--- src/hdl/ssmhb_ram.sv ---
// Generic single-port-write, single-port-read RAM with registered read.
// No dependencies.
`timescale 1ns / 1ps
module ssmhb_ram #(
  parameter int WIDTH = 32,
  parameter int DEPTH = 128
) (
  input  logic                     clk_i,
  input  logic                     we_i,
  input  logic [$clog2(DEPTH)-1:0] waddr_i,
  input  logic [WIDTH-1:0]         wdata_i,
  input  logic [$clog2(DEPTH)-1:0] raddr_i,
  output logic [WIDTH-1:0]         rdata_o
);
  logic [WIDTH-1:0] mem_q [DEPTH];

  always_ff @(posedge clk_i) begin
    if (we_i) begin
      mem_q[waddr_i] <= wdata_i;
    end
    rdata_o <= mem_q[raddr_i];
  end
endmodule

--- config.mk ---
export PLATFORM = sky130hd
export DESIGN_NAME = ssmhb_ram
export DESIGN_NICKNAME = d
export VERILOG_FILES = /design/src/hdl/ssmhb_ram.sv
export SDC_FILE = /design/constraint.sdc
export NUM_CORES = 2
export LEC_CHECK = 0
export ABC_CLOCK_PERIOD_IN_PS = 5500
export BUFFER_PORTS_ARGS = -buffer_cell sky130_fd_sc_hd__buf_2
export CAP_MARGIN = 10
export CORE_MARGIN = 2
export CORE_UTILIZATION = 45
export DETAILED_ROUTE_END_ITERATION = 7
export SYNTH_ARGS = -nofsm -noshare
export SYNTH_HDL_FRONTEND = slang
export SYNTH_SLANG_ARGS = --single-unit
--- constraint.sdc ---
create_clock -name clk_i -period 5.5 [get_ports clk_i]
set_input_delay 0.275 -clock clk_i [delete_from_list [all_inputs] [get_ports clk_i]]
set_output_delay 0.275 -clock clk_i [all_outputs]
set_load 0.005 [all_outputs]
* Word level (Yosys, flattened, before mapping)
Memory sizes are Yosys's and may differ from the RTL's. A register that Yosys moved wholly into a read port is not among the register bits. Index checks and enable logic that the tools add are counted.
Storage, ports and cells: bits in registers 0, memory bits (writable) 4096, output and inout port bits 32, word-level logic and storage cells 3, memories kept 1
Memories:
- mem_q | depth 128, bits a word 32, rd ports 1, clocked after Yosys merged registers in 1, wr ports 1, RTL line 15 | logic [WIDTH-1:0] mem_q [DEPTH];
Cells by class: muxes and demuxes 2
Operators by type and width (count):
- 1-bit 2-to-1 mux | 2

* Longest topological paths before layout
depth after elaboration 2, gate-level depth with buffers 8

* Worst setup path after synthesis
OpenSTA, ideal clock, no wires.
kind in2reg, start in we_i, end mem mem_q[98][0] (enable), arrival 3.053 ns, required time 5.039 ns, slack 1.986 ns, cell stages on the path 3, path buffers 1, cell sequence clkbuf_1 > nand4_1 > nor3_1
On the way: cells in the longest elaborated chain, start to end 2
RTL lines:
- start, declared | RTL line 9 | input logic we_i,
- 1-bit 2-to-1 mux | RTL line 18 | if (we_i) begin
- 1-bit 2-to-1 mux (implied by the code) | RTL line 19 | mem_q[waddr_i] <= wdata_i;
- end, declared | RTL line 15
Every way passes these cells.

==> flow_metrics.tcl <==
set metrics [dict create \
    drtAntennaViolNets 0 \
    dpl.hpwl_microns 248000 \
    setup_viol 0 \
    clockBufferDepth 4 \
    via_count 71900 \
    outcome "finished, final reports clean" \
    rsz0062_at_grt "false" \
    dr.first_iter.drc_count 10700 \
    area_growth_pct 14.3 \
    fin_crit_sh_pct 55.4 \
    p_per_area_nw_per_um2 371 \
    synth_nets 6038 \
    die_w_microns 593 \
    rows 216 \
    dr.pass1.iters 5 \
    antenna_found_initial 50 \
    syn_area_sq_um 156000 \
    hold_viol_final 0 \
    synth-seq-area-share_pct 79.1 \
    avgSynthCellArea_sq_um 26.1 \
    fin_tns_setup_ns 0 \
    gp_congestion 0.822 \
    track_usage_pct 24.7 \
    worstSkewPairLatency_ns 0.99 \
    total_power_w 0.0662 \
    critical_path.startpoint_type "primary input" \
    yosys-top-cells-area "edfxtp_1 (79%), mux4_2 (19%), clkbuf_1 (0.44%)" \
    crit_fanout 82 \
    cap_violations 0 \
    ys_seq_elements 4128 \
    grt_max_degree 102 \
    cts_sinks 4128 \
    core_sq_um 346000 \
    routed_wl_microns 433000 \
    required_ns 6.37 \
    place_inst 10600 \
    crit_type "primary input to flop" \
    cts-root-buf "clkbuf_16" \
    drive_gt1_share_pct 36.1 \
    boundaryPins 80 \
    max_freq_mhz 328 \
    nets 6545 \
    worstMarginPinSlew_ns 1.34 \
    ys_types 17 \
    whs_ns 0.0389 \
    crit_arrival_ns 3.91 \
    grt_pass1_vias 71100 \
    slew_viol_final 0 \
    start_util_pct 45.2 \
    power_leakage_nw 54.6 \
    synth_top_area_share_pct 78.7 \
    vias_per_cell 6.27 \
    htree_levels 5 \
    grt_overflow 0 \
    io_buffers 79 \
    synth_area_leader_cell "edfxtp_1" \
    hold_class "primary input to flop" \
    ir_drop_mv 0.286 \
    avgRoutedWirePerCell_microns 37.7 \
    cts_tree "done" \
    die_area_sq_um 352000 \
    die_h_microns 593 \
    clk_pin_slew_worst_paths_ns 0.06 \
    netlist_instances 5990 \
    grt_first_pass_wirelength_microns 592000 \
    setup.worst_path.end_class "flop" \
    fin_cells 11500 \
    synth_warnings 0 \
    route.detailed.drc 0 \
    cts_buffers 420 \
    max_slew_margin_pct 10.9 \
    clock_skew_ns 0.0475 \
    min_period_ns 3.05 \
]
[timing repair]
action,4_1_cts,5_1_grt
setup endpoints to repair,0,0
resized for setup,0,0
endpoints found under the hold margin,1611,0
hold buffers,28,0
setup buffers,0,0
[where the power goes]
part / internal [W] / switching, W / leakage (nW) / total [W]
Combinational: 0.00130 / 0.00220 / 11.0 / 0.00350
Clock: 0.0158 / 0.0120 / 6.51 / 0.0278
Sequential: 0.0347 / 0.000174 / 37.1 / 0.0349
Total: 0.0518 / 0.0144 / 54.6 / 0.0662
[per-stage QoR]
| stage | setup WS [ns] | util (%) | cell area, sq um |
|---|---|---|---|
| 2_1_floorplan | 1.99 | - | 156000 |
| 3_3_place_gp | 1.51 | 47.7 | 165000 |
| 3_5_place_dp | 1.51 | 47.7 | 165000 |
| 4_1_cts | 2.55 | 51.6 | 178000 |
| 5_1_grt | 2.39 | 51.6 | 179000 |
| 6_report | 2.45 | 51.6 | 179000 |
[cell type report]
cell class | count | area [sq um]
fillers | 26300 | 167000
flip-flops and latches | 4128 | 124000
multi-input cells | 1546 | 32300
clock buffers | 528 | 11100
well taps | 4578 | 5730
repair buffers | 401 | 3520
clock inverters | 246 | 2160
diodes | 45 | 113
[cells in the final DEF, fill, tap and decap left out, drive strengths merged]
cell type / netlist / final
inv: 0 / 15
dlygate4sd3: 0 / 28
dfxtp: 32 / 32
nor2: 122 / 122
bufinv: 0 / 30
buf: 134 / 373
mux4: 1344 / 1344
nor2b: 7 / 7
nor3: 9 / 9
clkinv: 0 / 190
clkbuf: 182 / 528
diode: 0 / 45
edfxtp: 4096 / 4096
nand3: 12 / 12
nand2: 14 / 14
nand2b: 2 / 2
clkinvlp: 0 / 11
nand4: 3 / 3
mux2: 32 / 32
or3: 1 / 1
[state kept, by name, summed over array words and instances, names as in the netlist]
signal and cells:
mem_q 4096, rdata_o 32
[worst max-delay path, stage by stage]
cell and delay, ns:
buf_12 0.59, buf_12 0.36, buf_4 0.35, mux4_2 0.54
mux4_2 0.56, mux4_2 0.62, mux2_2 0.30
[cell usage after synthesis (all sizes together)]
cell	instances
edfxtp	4096
mux4	1344
clkbuf	182
buf	134
nor2	122
dfxtp	32
mux2	32
nand2	14
nand3	12
nor3	9
nor2b	7
nand4	3
nand2b	2
or3	1
[per-layer routing]
layer	up-vias	part of all wire [%]	GRT usage (%)
met4	16	2.5	6.71
met5	-	0.022	0
met2	3707	48	38.7
li1	27500	-	-
met1	40200	40	36.1
met3	557	9.1	4.31
[cells by family after synthesis]
group / after synthesis / synth area share (%)
and+or+nand+nor: 170 / 0.446
DFF: 4128 / 79.1
muxes: 1376 / 19.6
buffers and inverters: 316 / 0.839
[final timing paths]
| path | from | to | slack (ns) | cells past startpoint |
|---|---|---|---|---|
| hold / removal | wdata_i[8] | mem_q[23][8] | 0.04 | 1 |
| setup / recovery | raddr_i[0] | rdata_o[4] | 2.45 | 7 |
| setup reg to reg | mem_q[127][25] | rdata_o[25] | 2.82 | 4 |
| hold reg to reg | mem_q[74][2] | rdata_o[2] | 1.14 | 4 |
(Power assumes the default switching activity.)
